==> config.mk <==
export PLATFORM = sky130hd
export DESIGN_NAME = dns_name_text_to_wire_unit
export DESIGN_NICKNAME = d
export VERILOG_FILES = /design/src/rtl/dntw_pkg.sv /design/src/rtl/dntw_ram.sv /design/src/rtl/dns_name_text_to_wire_unit.sv
export SDC_FILE = /design/constraint.sdc
export NUM_CORES = 1
export LEC_CHECK = 0
export BUFFER_PORTS_ARGS = -buffer_cell sky130_fd_sc_hd__buf_4
export CAP_MARGIN = 20
export CORE_MARGIN = 2
export CORE_UTILIZATION = 50
export DETAILED_ROUTE_END_ITERATION = 10
export MAX_ROUTING_LAYER = met4
export PLACE_DENSITY = 0.77
export RECOVER_POWER = 25
export SYNTH_ARGS = -nofsm -noshare
export SYNTH_HDL_FRONTEND = slang
export SYNTH_SLANG_ARGS = --single-unit
==> constraint.sdc <==
create_clock -name i_clk -period 10.2 [get_ports i_clk]
set_clock_uncertainty 0.15 [all_clocks]
set_input_delay 0.51 -clock i_clk [delete_from_list [all_inputs] [get_ports i_clk]]
set_output_delay 0.51 -clock i_clk [all_outputs]
set_load 0.01 [all_outputs]
==> src/rtl/dntw_pkg.sv <==
// Shared types and constants for the dotted-name to wire-format converter.
package dntw_pkg;

    localparam int unsigned LABEL_MAX = 63;
    localparam int unsigned NAME_MAX  = 255;
    localparam int unsigned LABEL_AW  = 6;

    localparam logic [7:0] CH_DOT   = 8'h2E;
    localparam logic [7:0] CH_BSL   = 8'h5C;
    localparam logic [7:0] CH_ZERO  = 8'h30;
    localparam logic [7:0] CH_SEVEN = 8'h37;

    localparam logic MODE_TEXT   = 1'b0;
    localparam logic MODE_FINISH = 1'b1;

    typedef enum logic [1:0] {
        ST_OK         = 2'd0,
        ST_LABEL_LONG = 2'd1,
        ST_NAME_LONG  = 2'd2
    } t_status;

    typedef enum logic [1:0] {
        ESC_NONE = 2'd0,
        ESC_BSL  = 2'd1,
        ESC_OCT1 = 2'd2,
        ESC_OCT2 = 2'd3
    } t_esc;

    typedef enum logic [1:0] {
        S_IDLE   = 2'd0,
        S_REPLAY = 2'd1,
        S_DRAIN  = 2'd2,
        S_ERR    = 2'd3
    } t_state;

endpackage

==> src/rtl/dntw_ram.sv <==
// Generic single-write, single-read synchronous RAM with a registered read.
module dntw_ram #(
    parameter int unsigned WIDTH = 8,
    parameter int unsigned DEPTH = 63
) (
    input  logic                     i_clk,
    input  logic                     i_we,
    input  logic [$clog2(DEPTH)-1:0] i_waddr,
    input  logic [WIDTH-1:0]         i_wdata,
    input  logic [$clog2(DEPTH)-1:0] i_raddr,
    output logic [WIDTH-1:0]         o_rdata
);

    logic [WIDTH-1:0] r_mem [DEPTH];
    logic [WIDTH-1:0] r_rdata;

    always_ff @(posedge i_clk) begin
        if (i_we) begin
            r_mem[i_waddr] <= i_wdata;
        end
        r_rdata <= r_mem[i_raddr];
    end

    assign o_rdata = r_rdata;

endmodule

==> src/rtl/dns_name_text_to_wire_unit.sv <==
// Top level of the converter from dotted DNS name text to DNS wire format.
//
//  Channel  | Direction | Signals                        | Contents
//  ---------+-----------+--------------------------------+------------------------------------
//  s_axis   | in        | tvalid tready tdata tuser      | one text byte or a finish command
//  m_axis   | out       | tvalid tready tdata tlast tuser| up to two wire bytes and a status
//
// When a non-octal byte or a finish ends an octal escape of one or two
// digits, the collected value is stored first and the item is then replayed
// from the replay registers. A dot that closes a label of n bytes then streams
// n + 1 wire bytes out of the label memory at one byte per cycle while the
// output is not stalled, set by its single read port; a finish adds the zero
// byte. The reset is synchronous and clears all control state; the label
// memory needs no clearing since each entry is written before it is read. A
// stalled output holds the drain at the next pair of bytes, while a text byte
// that yields no result is still taken with a result waiting.
module dns_name_text_to_wire_unit (
    input  logic        i_clk,
    input  logic        i_rst_n,
    // Input transaction.
    input  logic        s_axis_tvalid,
    output logic        s_axis_tready,
    input  logic [7:0]  s_axis_tdata,   // [7:0] text_byte
    input  logic        s_axis_tuser,   // [0] mode
    // Output transaction.
    output logic        m_axis_tvalid,
    input  logic        m_axis_tready,
    output logic [23:0] m_axis_tdata,   // [7:0] first_byte, [15:8] second_byte,
                                        // [16] second_valid, [23:17] zero
    output logic        m_axis_tlast,   // run_last
    output logic [1:0]  m_axis_tuser    // [1:0] status
);

    // Control state.
    dntw_pkg::t_state  r_state, n_state;
    dntw_pkg::t_esc    r_esc, n_esc;
    dntw_pkg::t_status r_fail, n_fail;
    logic [5:0]        r_label_count, n_label_count;
    logic [7:0]        r_name_count, n_name_count;
    logic [7:0]        r_esc_value, n_esc_value;
    logic              r_half, n_half;
    logic              r_out_valid, n_out_valid;

    // Payload registers.
    logic              r_rep_mode, n_rep_mode;
    logic [7:0]        r_rep_byte, n_rep_byte;
    logic [5:0]        r_len, n_len;
    logic              r_fin, n_fin;
    logic [6:0]        r_k, n_k;
    logic [6:0]        r_end, n_end;
    logic [7:0]        r_hold, n_hold;
    logic [7:0]        r_out_first, n_out_first;
    logic [7:0]        r_out_second, n_out_second;
    logic              r_out_sv, n_out_sv;
    logic              r_out_last, n_out_last;
    logic [1:0]        r_out_status, n_out_status;

    // Label memory.
    logic       ram_we;
    logic [5:0] ram_waddr;
    logic [7:0] ram_wdata;
    logic [5:0] ram_raddr;
    logic [7:0] ram_rdata;

    dntw_ram #(
        .WIDTH (8),
        .DEPTH (dntw_pkg::LABEL_MAX)
    ) u_label_ram (
        .i_clk   (i_clk),
        .i_we    (ram_we),
        .i_waddr (ram_waddr),
        .i_wdata (ram_wdata),
        .i_raddr (ram_raddr),
        .o_rdata (ram_rdata)
    );

    // Item decode and drain signals.
    logic       do_item;
    logic       item_mode;
    logic [7:0] item_byte;
    logic       item_octal;
    logic [7:0] oct_value;
    logic       add_req;
    logic [7:0] add_val;
    logic       close_req;
    logic       fin_req;
    logic [8:0] sum_label;
    logic [8:0] name_after;
    logic       out_free;
    logic [7:0] cur_byte;
    logic       cur_last;
    logic       drain_done;
    logic [6:0] rd_index;

    assign s_axis_tready = (r_state == dntw_pkg::S_IDLE);
    assign m_axis_tvalid = r_out_valid;
    assign m_axis_tdata  = {7'd0, r_out_sv, r_out_second, r_out_first};
    assign m_axis_tlast  = r_out_last;
    assign m_axis_tuser  = r_out_status;

    always_ff @(posedge i_clk) begin
        if (!i_rst_n) begin
            r_state       <= dntw_pkg::S_IDLE;
            r_esc         <= dntw_pkg::ESC_NONE;
            r_fail        <= dntw_pkg::ST_OK;
            r_label_count <= '0;
            r_name_count  <= '0;
            r_esc_value   <= '0;
            r_half        <= 1'b0;
            r_out_valid   <= 1'b0;
        end else begin
            r_state       <= n_state;
            r_esc         <= n_esc;
            r_fail        <= n_fail;
            r_label_count <= n_label_count;
            r_name_count  <= n_name_count;
            r_esc_value   <= n_esc_value;
            r_half        <= n_half;
            r_out_valid   <= n_out_valid;
        end
    end

    always_ff @(posedge i_clk) begin
        r_rep_mode   <= n_rep_mode;
        r_rep_byte   <= n_rep_byte;
        r_len        <= n_len;
        r_fin        <= n_fin;
        r_k          <= n_k;
        r_end        <= n_end;
        r_hold       <= n_hold;
        r_out_first  <= n_out_first;
        r_out_second <= n_out_second;
        r_out_sv     <= n_out_sv;
        r_out_last   <= n_out_last;
        r_out_status <= n_out_status;
    end

    always_comb begin
        n_state       = r_state;
        n_esc         = r_esc;
        n_fail        = r_fail;
        n_label_count = r_label_count;
        n_name_count  = r_name_count;
        n_esc_value   = r_esc_value;
        n_half        = r_half;
        n_rep_mode    = r_rep_mode;
        n_rep_byte    = r_rep_byte;
        n_len         = r_len;
        n_fin         = r_fin;
        n_k           = r_k;
        n_end         = r_end;
        n_hold        = r_hold;
        n_out_valid   = r_out_valid;
        n_out_first   = r_out_first;
        n_out_second  = r_out_second;
        n_out_sv      = r_out_sv;
        n_out_last    = r_out_last;
        n_out_status  = r_out_status;

        ram_we    = 1'b0;
        ram_waddr = r_label_count;
        ram_wdata = 8'h00;

        add_req    = 1'b0;
        add_val    = 8'h00;
        close_req  = 1'b0;
        fin_req    = 1'b0;
        drain_done = 1'b0;

        // The output register is free when empty or being taken this cycle.
        out_free = !r_out_valid || m_axis_tready;
        if (r_out_valid && m_axis_tready) begin
            n_out_valid = 1'b0;
        end

        // A replayed item runs through the same decode with no escape pending.
        do_item   = (r_state == dntw_pkg::S_IDLE && s_axis_tvalid)
                    || (r_state == dntw_pkg::S_REPLAY);
        item_mode = (r_state == dntw_pkg::S_REPLAY) ? r_rep_mode : s_axis_tuser;
        item_byte = (r_state == dntw_pkg::S_REPLAY) ? r_rep_byte : s_axis_tdata;
        item_octal = item_byte inside {[dntw_pkg::CH_ZERO:dntw_pkg::CH_SEVEN]};
        oct_value  = {r_esc_value[4:0], item_byte[2:0]};

        sum_label  = {1'b0, r_name_count} + {3'd0, r_label_count} + 9'd1;
        name_after = (r_label_count != 6'd0) ? sum_label : {1'b0, r_name_count};

        if (do_item) begin
            if (r_state == dntw_pkg::S_REPLAY) begin
                n_state = dntw_pkg::S_IDLE;
            end
            if (item_mode == dntw_pkg::MODE_TEXT) begin
                if (r_fail == dntw_pkg::ST_OK) begin
                    case (r_esc)
                        dntw_pkg::ESC_BSL: begin
                            n_esc = dntw_pkg::ESC_NONE;
                            if (item_octal) begin
                                n_esc_value = {5'd0, item_byte[2:0]};
                                n_esc       = dntw_pkg::ESC_OCT1;
                            end else begin
                                add_req = 1'b1;
                                add_val = item_byte;
                            end
                        end
                        dntw_pkg::ESC_OCT1, dntw_pkg::ESC_OCT2: begin
                            if (item_octal) begin
                                n_esc_value = oct_value;
                                if (r_esc == dntw_pkg::ESC_OCT2) begin
                                    n_esc   = dntw_pkg::ESC_NONE;
                                    add_req = 1'b1;
                                    add_val = oct_value;
                                end else begin
                                    n_esc = dntw_pkg::ESC_OCT2;
                                end
                            end else begin
                                // Store the collected value, then handle the byte itself.
                                n_esc      = dntw_pkg::ESC_NONE;
                                add_req    = 1'b1;
                                add_val    = r_esc_value;
                                n_rep_mode = item_mode;
                                n_rep_byte = item_byte;
                                n_state    = dntw_pkg::S_REPLAY;
                            end
                        end
                        default: begin
                            if (item_byte == dntw_pkg::CH_DOT) begin
                                close_req = 1'b1;
                            end else if (item_byte == dntw_pkg::CH_BSL) begin
                                n_esc = dntw_pkg::ESC_BSL;
                            end else begin
                                add_req = 1'b1;
                                add_val = item_byte;
                            end
                        end
                    endcase
                end
            end else begin
                if (r_fail == dntw_pkg::ST_OK
                    && (r_esc == dntw_pkg::ESC_OCT1 || r_esc == dntw_pkg::ESC_OCT2)) begin
                    n_esc      = dntw_pkg::ESC_NONE;
                    add_req    = 1'b1;
                    add_val    = r_esc_value;
                    n_rep_mode = item_mode;
                    n_rep_byte = item_byte;
                    n_state    = dntw_pkg::S_REPLAY;
                end else begin
                    n_esc     = dntw_pkg::ESC_NONE;
                    close_req = 1'b1;
                    fin_req   = 1'b1;
                end
            end
        end

        if (add_req) begin
            if (r_label_count >= 6'(dntw_pkg::LABEL_MAX)) begin
                n_fail = dntw_pkg::ST_LABEL_LONG;
            end else begin
                ram_we        = 1'b1;
                ram_wdata     = add_val;
                n_label_count = r_label_count + 6'd1;
            end
        end

        if (close_req) begin
            if (fin_req) begin
                if (r_fail != dntw_pkg::ST_OK) begin
                    n_state = dntw_pkg::S_ERR;
                end else if (r_label_count != 6'd0
                             && sum_label > 9'(dntw_pkg::NAME_MAX)) begin
                    n_fail  = dntw_pkg::ST_NAME_LONG;
                    n_state = dntw_pkg::S_ERR;
                end else if (name_after + 9'd1 > 9'(dntw_pkg::NAME_MAX)) begin
                    n_fail  = dntw_pkg::ST_NAME_LONG;
                    n_state = dntw_pkg::S_ERR;
                end else begin
                    n_len         = r_label_count;
                    n_fin         = 1'b1;
                    n_k           = (r_label_count == 6'd0) ? 7'd1 : 7'd0;
                    n_end         = {1'b0, r_label_count} + 7'd1;
                    n_half        = 1'b0;
                    n_label_count = '0;
                    n_state       = dntw_pkg::S_DRAIN;
                end
            end else if (r_label_count != 6'd0) begin
                if (sum_label > 9'(dntw_pkg::NAME_MAX)) begin
                    n_fail = dntw_pkg::ST_NAME_LONG;
                end else begin
                    n_name_count  = sum_label[7:0];
                    n_len         = r_label_count;
                    n_fin         = 1'b0;
                    n_k           = 7'd0;
                    n_end         = {1'b0, r_label_count};
                    n_half        = 1'b0;
                    n_label_count = '0;
                    n_state       = dntw_pkg::S_DRAIN;
                end
            end
        end

        // Wire byte at index k: the length, then the label bytes, then the zero byte.
        if (r_k == 7'd0) begin
            cur_byte = {2'd0, r_len};
        end else if (r_k <= {1'b0, r_len}) begin
            cur_byte = ram_rdata;
        end else begin
            cur_byte = 8'h00;
        end
        cur_last = (r_k == r_end);

        if (r_state == dntw_pkg::S_DRAIN) begin
            if (!r_half) begin
                if (cur_last) begin
                    if (out_free) begin
                        n_out_valid  = 1'b1;
                        n_out_first  = cur_byte;
                        n_out_second = 8'h00;
                        n_out_sv     = 1'b0;
                        n_out_last   = 1'b1;
                        n_out_status = dntw_pkg::ST_OK;
                        drain_done   = 1'b1;
                    end
                end else begin
                    n_hold = cur_byte;
                    n_half = 1'b1;
                    n_k    = r_k + 7'd1;
                end
            end else if (out_free) begin
                n_out_valid  = 1'b1;
                n_out_first  = r_hold;
                n_out_second = cur_byte;
                n_out_sv     = 1'b1;
                n_out_last   = cur_last;
                n_out_status = dntw_pkg::ST_OK;
                n_half       = 1'b0;
                if (cur_last) begin
                    drain_done = 1'b1;
                end else begin
                    n_k = r_k + 7'd1;
                end
            end
            if (drain_done) begin
                n_state = dntw_pkg::S_IDLE;
                if (r_fin) begin
                    n_name_count = '0;
                    n_esc        = dntw_pkg::ESC_NONE;
                    n_esc_value  = '0;
                    n_fail       = dntw_pkg::ST_OK;
                end
            end
        end

        if (r_state == dntw_pkg::S_ERR && out_free) begin
            n_out_valid   = 1'b1;
            n_out_first   = 8'h00;
            n_out_second  = 8'h00;
            n_out_sv      = 1'b0;
            n_out_last    = 1'b1;
            n_out_status  = r_fail;
            n_label_count = '0;
            n_name_count  = '0;
            n_esc         = dntw_pkg::ESC_NONE;
            n_esc_value   = '0;
            n_fail        = dntw_pkg::ST_OK;
            n_state       = dntw_pkg::S_IDLE;
        end

        // Read the label byte that the next cycle will need; a stalled drain
        // keeps the same index, so the same entry is read again.
        rd_index  = n_k - 7'd1;
        ram_raddr = (rd_index < 7'(dntw_pkg::LABEL_MAX)) ? rd_index[5:0] : 6'd0;
    end

    // The drain index never runs past the last wire byte of the run.
    a_drain_bound: assert property (@(posedge i_clk) disable iff (!i_rst_n)
        (r_state == dntw_pkg::S_DRAIN) |-> (r_k <= r_end))
        else $error("drain index past end of run");

    // An error result is a lone, empty, final result.
    a_err_shape: assert property (@(posedge i_clk) disable iff (!i_rst_n)
        (r_out_valid && r_out_status != dntw_pkg::ST_OK)
        |-> (r_out_last && !r_out_sv && r_out_first == 8'h00))
        else $error("malformed error result");

    // The open label never outgrows the label memory.
    a_label_bound: assert property (@(posedge i_clk) disable iff (!i_rst_n)
        r_label_count <= 6'(dntw_pkg::LABEL_MAX))
        else $error("label count out of range");

    // Entering the error state requires a recorded failure afterwards.
    a_err_code: assert property (@(posedge i_clk) disable iff (!i_rst_n)
        (r_state == dntw_pkg::S_ERR) |-> (r_fail != dntw_pkg::ST_OK))
        else $error("error state without failure code");

endmodule
Yosys cells after proc, flatten, opt, wreduce, memory -nomap -nowiden

Memories as Yosys holds them, arrays and structs flattened. A register that Yosys moved wholly into a read port is not among the register bits.
Index checks and enable logic that the tools add are counted.

Bits in registers: 88
Bits in writable memories: 504
Output and inout bits: 29
Memories kept: 1

Memories:

| name              | words | bits a word | read ports | clocked after memory_dff | write ports | RTL line       | RTL |
|---|---|---|---|---|---|---|---|
| u_label_ram.r_mem | 63    | 8           | 1          | 1                        | 1           | dntw_ram.sv:14 | `logic [WIDTH-1:0] r_mem [DEPTH];` |

Add/subtract/negate cells: 7
Order comparisons: 7
Equality and inequality tests: 15
Multiplexer cells: 187
Bitwise operators: 3
Reduce and logical (&&, ||, !) cells: 30

Operators by type and width:

| kind                | count |
|---|---|
| $mux 8              | 41 |
| $mux 7              | 17 |
| $mux 6              | 16 |
| $mux 2              | 41 |
| $mux 1              | 67 |
| $pmux 8 s2          | 2 |
| $add 9x1->9 const B | 2 |
| $gt 9x8->1 const B  | 2 |
| $reduce_bool 2->1   | 6 |
| $ne 2x2->1 const B  | 5 |
| $add 8x6->9         | 1 |
| $mux 9              | 1 |
| $eq 2x2->1 const B  | 4 |
| $eq 8x6->1 const B  | 1 |
| $eq 8x7->1 const B  | 1 |
| $ge 8x6->1 const B  | 1 |
| $le 8x6->1 const B  | 1 |
| $add 6x1->7 const B | 1 |
| $add 7x1->7 const B | 1 |
| $eq 7x7->1          | 1 |
| $le 7x6->1          | 1 |
| $logic_not 7->1     | 1 |
| $lt 7x6->1 const B  | 1 |
| $sub 7x1->7 const B | 1 |
| 20 further kinds    | 33 |

Depth between registers and ports, before layout

Word-level depth: 18
Gate-level depth with buffers: 35
Mapped depth without buffers: 27

Modules after synthesis

A second synthesis with hierarchy kept.

Cell total of the unflattened synthesis: 1557
Area total of the unflattened synthesis: 25042.8 um^2

By module, submodules not included:

| module                     | times used | cells each | area an instance (um^2) | seq. area each (um^2) |
|---|---|---|---|---|
| dntw_ram                   | 1          | 951        | 19844.0                 | 15294.7 |
| dns_name_text_to_wire_unit | 1          | 606        | 5198.7                  | 2092.0 |

Worst setup path before layout

OpenSTA, ideal clock, no wires.

Path kind: register -> register
From: reg r_label_count[4]
To: reg u_label_ram.r_rdata[7] (netlist: u_label_ram.o_rdata[7]), read port of u_label_ram.r_mem
Library setup time: 0.119 ns
Arrival time: 7.313 ns
Path slack: 2.618 ns
Stages on the path, launching flop included: 35
Buffers on the path: 9
Path through: dfxtp_1 buf_6 or3_1 buf_2 or3b_1 buf_2 nand2_1 a21boi_0 inv_1 ha_1 and3b_1 maj3_1 nand2_1 or4b_1 a2111oi_4 a31o_1 buf_4 a21oi_1 clkbuf_1 buf_1 clkbuf_1 ha_1 inv_1 nor3_1 and3_1 or3_1 or4_1 clkbuf_1 o211ai_2 clkbuf_1 a21oi_1 a2111oi_0 o211ai_1 nand3_1 o21ai_1

Word-level cells in the longest chain between the ends: 17

RTL lines:

| element                | RTL line                                                             | RTL |
|---|---|---|
| from (decl)            | dns_name_text_to_wire_unit.sv:38                                     | `logic [5:0] r_label_count, n_label_count;` |
| from (signal assigned) | dns_name_text_to_wire_unit.sv:115                                    | `r_label_count <= n_label_count;` |
| $add 8x6->9            | dns_name_text_to_wire_unit.sv:184                                    | `sum_label = {1'b0, r_name_count} + {3'd0, r_label_count} + 9'd1;` |
| $add 9x1->9            | dns_name_text_to_wire_unit.sv:184                                    |  |
| $mux 9                 | dns_name_text_to_wire_unit.sv:185                                    | `name_after = (r_label_count != 6'd0) ? sum_label : {1'b0, r_name_count};` |
| $add 9x1->9            | dns_name_text_to_wire_unit.sv:271                                    | `end else if (name_after + 9'd1 > 9'(dntw_pkg::NAME_MAX)) begin` |
| $gt 9x8->1             | dns_name_text_to_wire_unit.sv:271                                    |  |
| $mux 7                 | dns_name_text_to_wire_unit.sv:271                                    |  |
| $mux 7                 | dns_name_text_to_wire_unit.sv:267                                    | `end else if (r_label_count != 6'd0` |
| $mux 7                 | dns_name_text_to_wire_unit.sv:265                                    | `if (r_fail != dntw_pkg::ST_OK) begin` |
| $mux 7 *               | dns_name_text_to_wire_unit.sv:264                                    | `if (fin_req) begin` |
| $mux 7 *               | dns_name_text_to_wire_unit.sv:263                                    | `if (close_req) begin` |
| $mux 7                 | dns_name_text_to_wire_unit.sv:311, dns_name_text_to_wire_unit.sv:334 |  |
| $mux 7                 | dns_name_text_to_wire_unit.sv:326                                    | `end else if (out_free) begin` |
| $mux 7                 | dns_name_text_to_wire_unit.sv:310                                    | `if (!r_half) begin` |
| $mux 7 *               | dns_name_text_to_wire_unit.sv:309                                    | `if (r_state == dntw_pkg::S_DRAIN) begin` |
| $sub 7x1->7 *          | dns_name_text_to_wire_unit.sv:368                                    | `rd_index = n_k - 7'd1;` |
| $lt 7x6->1             | dns_name_text_to_wire_unit.sv:369                                    | `ram_raddr = (rd_index < 7'(dntw_pkg::LABEL_MAX)) ? rd_index[5:0] : 6'd0;` |
| $mux 6 *               | dns_name_text_to_wire_unit.sv:369                                    |  |
| to (decl)              | dntw_ram.sv:15                                                       | `logic [WIDTH-1:0] r_rdata;` |

Every way passes the cells marked *; elsewhere a longest branch is shown, timed or not.
A chain may end at the register's enable or synchronous reset.

Worst setup path in the final report

From: reg r_label_count[3]
To: reg u_label_ram.r_rdata[3] (netlist: u_label_ram.o_rdata[3]), read port of u_label_ram.r_mem

The elaborated chain is that of the path after synthesis.

==> results_dict.tcl <==
set metrics [dict create \
    run_status "finished, final reports clean" \
    setup_violations 0 \
    hp-start "s_axis_tdata[4]" \
    drive_gt1_share_pct 8.43 \
    place_congestion 0.982 \
    cts_setup_buffers 0 \
    final_util_pct 56.1 \
    yosysWarnings 0 \
    synth-seq-cells 600 \
    fmax_mhz 115 \
    hold_violations 0 \
    crit_cells 27 \
    synth-edff-count 537 \
    synth_area_per_cell_um2 12.1 \
    synth_ff_type "edfxtp_1" \
    ctsHoldBuffers 1 \
    clk_latency_ns 0.65 \
    die-area_um2 54000 \
    syn-cell-area_um2 26100 \
    drt_drc_violations_left 0 \
    cp_top_family "simple AND/OR/NAND/NOR gates" \
    place.port_buffers 34 \
    die_x_um 232 \
    tns_ns 0 \
    io_pins 42 \
    clock_sinks 600 \
    critPathRequiredTime_ns 10.60 \
    powerDensity_nw_per_um2 240 \
    clkTransAtPathRegs_ns 0.06 \
    crit_start "r_label_count[3]$_SDFF_PP0_" \
    crit_type "flop to flop" \
    grt_usage_pct 29.7 \
    whs_ns 0.0997 \
    core_um2 51400 \
    layout_setup_ws_ns 1.52 \
    fp-row-count 83 \
    period_needed_ns 8.68 \
    slowest_delay_ns 0.67 \
    end_kind "flop" \
    area_growth_pct 10.6 \
    rsz0062_at_grt "no" \
    crit_slowest_cell "or4_1" \
    firstDrtPassIters 6 \
    h-tree-depth 2 \
    p_leak_uw 0.00967 \
    grt_max_degree 134 \
    vias 18900 \
    use_met2_pct 43.1 \
    ys_seq_area_share_pct 66.7 \
    wire_per_inst_um 26.9 \
    synth.distinct_cells 100 \
    ys_async_sr_fraction_pct 0 \
    r2r_start "r_label_count[3]$_SDFF_PP0_" \
    ir_drop_uv 165 \
    startpoint_type "flop" \
    worstHoldPathType "primary input to flop" \
    path_buf_inv 3 \
    grt_use_met1_pct 40.4 \
    critPathMaxFanout 35 \
    cts_tree "built" \
    cts_resized 0 \
    top_usage_layer "met2" \
    slew_headroom_pct 17.4 \
    synthCells 2147 \
    wl_um 77800 \
    reg2reg_depth 27 \
    fin_nets 2191 \
    fin_crit_sh_pct 85.1 \
    hpwl_um 48200 \
    vias_per_cell 6.54 \
    fill_cells 4136 \
    cts_root_buf "clkbuf_16" \
    gr-total-overflow 0 \
    antenna_found_initial 1 \
    drt_iter0_markers 2956 \
    pre_cts_ws_ns 1.63 \
    hold_depth 3 \
    grt_use_met3_pct 6.99 \
    final_max_slew_viol_count 0 \
    cts_inserted_buffers 60 \
    maxCapViolCount 0 \
    worstPathArrival_ns 9.08 \
    ant_nets 0 \
    cts_buffer_depth 3 \
    grt_pass1_wl_um 116000 \
    grt_pass1_vias 17800 \
    dieHeight_um 232 \
    tightest_slew_ns 1.23 \
    start_util_pct 50.7 \
]
[report_power, final]
part / total [uW] / switching (uW) / internal (uW)
registers: 2790 / 62.8 / 2730
clock network: 2120 / 939 / 1180
logic: 2000 / 1410 / 589
[cells by family after synthesis]
logic type,share of synthesized area (%)
AO/OA/AOI/OAI,13.9
XOR/XNOR,0.902
adder cells (fa/ha/maj),1.07
buffers and inverters,3.00
flip-flops,66.7
multiplexers,2.20
other,0.0144
AND/OR/NAND/NOR,12.3
[layout make-up]
class                      instances  area, um^2  share of cell area (%)
antenna                            1        2.50                 0.00868
clock buffer                      75        1560                    5.40
clock inverter                    36         299                    1.04
inverter                          28         108                   0.373
multi-input combinational       1379        8040                    27.9
sequential                       600       17400                    60.3
tap                              680         851                    2.95
timing repair buffer              88         586                    2.03
[sequential cells by signal, summed over array words and instances (netlist names), 8 cells and up]
name / cells
r_hold: 8
r_rep_byte: 8
u_label_ram.r_mem: 504
r_out_second: 8
r_out_first: 8
r_esc_value: 8
r_name_count: 8
u_label_ram.o_rdata: 8
[placed cells by master (no fill, tap or decap), types with 24 or more instances in the layout]
cell type and n:
nor3_1 39, a211oi_1 27, inv_1 24, clkbuf_1 43, o21ai_0 92, a21oi_1 181, nand3_1 84, nand2_1 305
buf_4 53, mux2i_1 45, dfxtp_1 63, clkbuf_16 60, nor2_1 176, edfxtp_1 537, o22ai_1 31, clkinv_1 25
[cell usage after synthesis (9+ instances only)]
master | instances | area (um^2)
edfxtp_1 | 537 | 16100
nand2_1 | 305 | 1140
nor2_1 | 184 | 691
a21oi_1 | 183 | 916
o21ai_0 | 92 | 460
clkbuf_1 | 90 | 338
nand3_1 | 84 | 420
dfxtp_1 | 63 | 1260
mux2i_1 | 45 | 450
nor3_1 | 40 | 200
o22ai_1 | 31 | 194
a211oi_1 | 27 | 203
inv_1 | 25 | 93.8
a22oi_1 | 22 | 165
a31oi_1 | 22 | 138
buf_2 | 20 | 100
ha_1 | 20 | 250
xnor2_1 | 20 | 175
buf_1 | 16 | 60.1
a221oi_1 | 15 | 131
a22o_1 | 15 | 131
o211ai_1 | 15 | 113
buf_4 | 12 | 90.1
or3_1 | 12 | 75.1
nand2b_1 | 11 | 68.8
nand4_1 | 11 | 68.8
o311ai_0 | 11 | 96.3
nor2b_1 | 10 | 62.6
nor4_1 | 10 | 62.6
o21ai_1 | 10 | 50.1
or2_2 | 10 | 62.6
a21o_1 | 9 | 67.6
and2_1 | 9 | 56.3
and3_1 | 9 | 56.3
[worst paths after layout]
check             slack, ns                        endpoint
setup / recovery       1.52  u_label_ram.o_rdata[3]$_DFF_P_
hold / removal          0.1         r_rep_byte[4]$_DFFE_PP_
setup reg to reg       1.52  u_label_ram.o_rdata[3]$_DFF_P_
hold reg to reg        0.30       m_axis_tlast$_SDFFE_PP1P_
[per-layer routing]
layer	share of wire (%)	wire (um)
met5	0	0
met4	4.5	3530
met3	13	10200
met2	44	34400
met1	38	29700
[per-stage QoR]
stage	cells	cell area, um^2	total power [uW]
2_1_floorplan	2153	26100	4020
3_3_place_gp	2768	27000	4740
3_5_place_dp	2769	27000	4780
4_1_cts	2881	28900	6870
5_1_grt	2887	28800	7100
6_report	2887	28800	6910
[worst min-delay path, delay by kind of cell]
family,cells,cell delay (ns)
buffers and inverters,2,0.15
multiplexers,1,0.09
(Power assumes the default switching activity.)
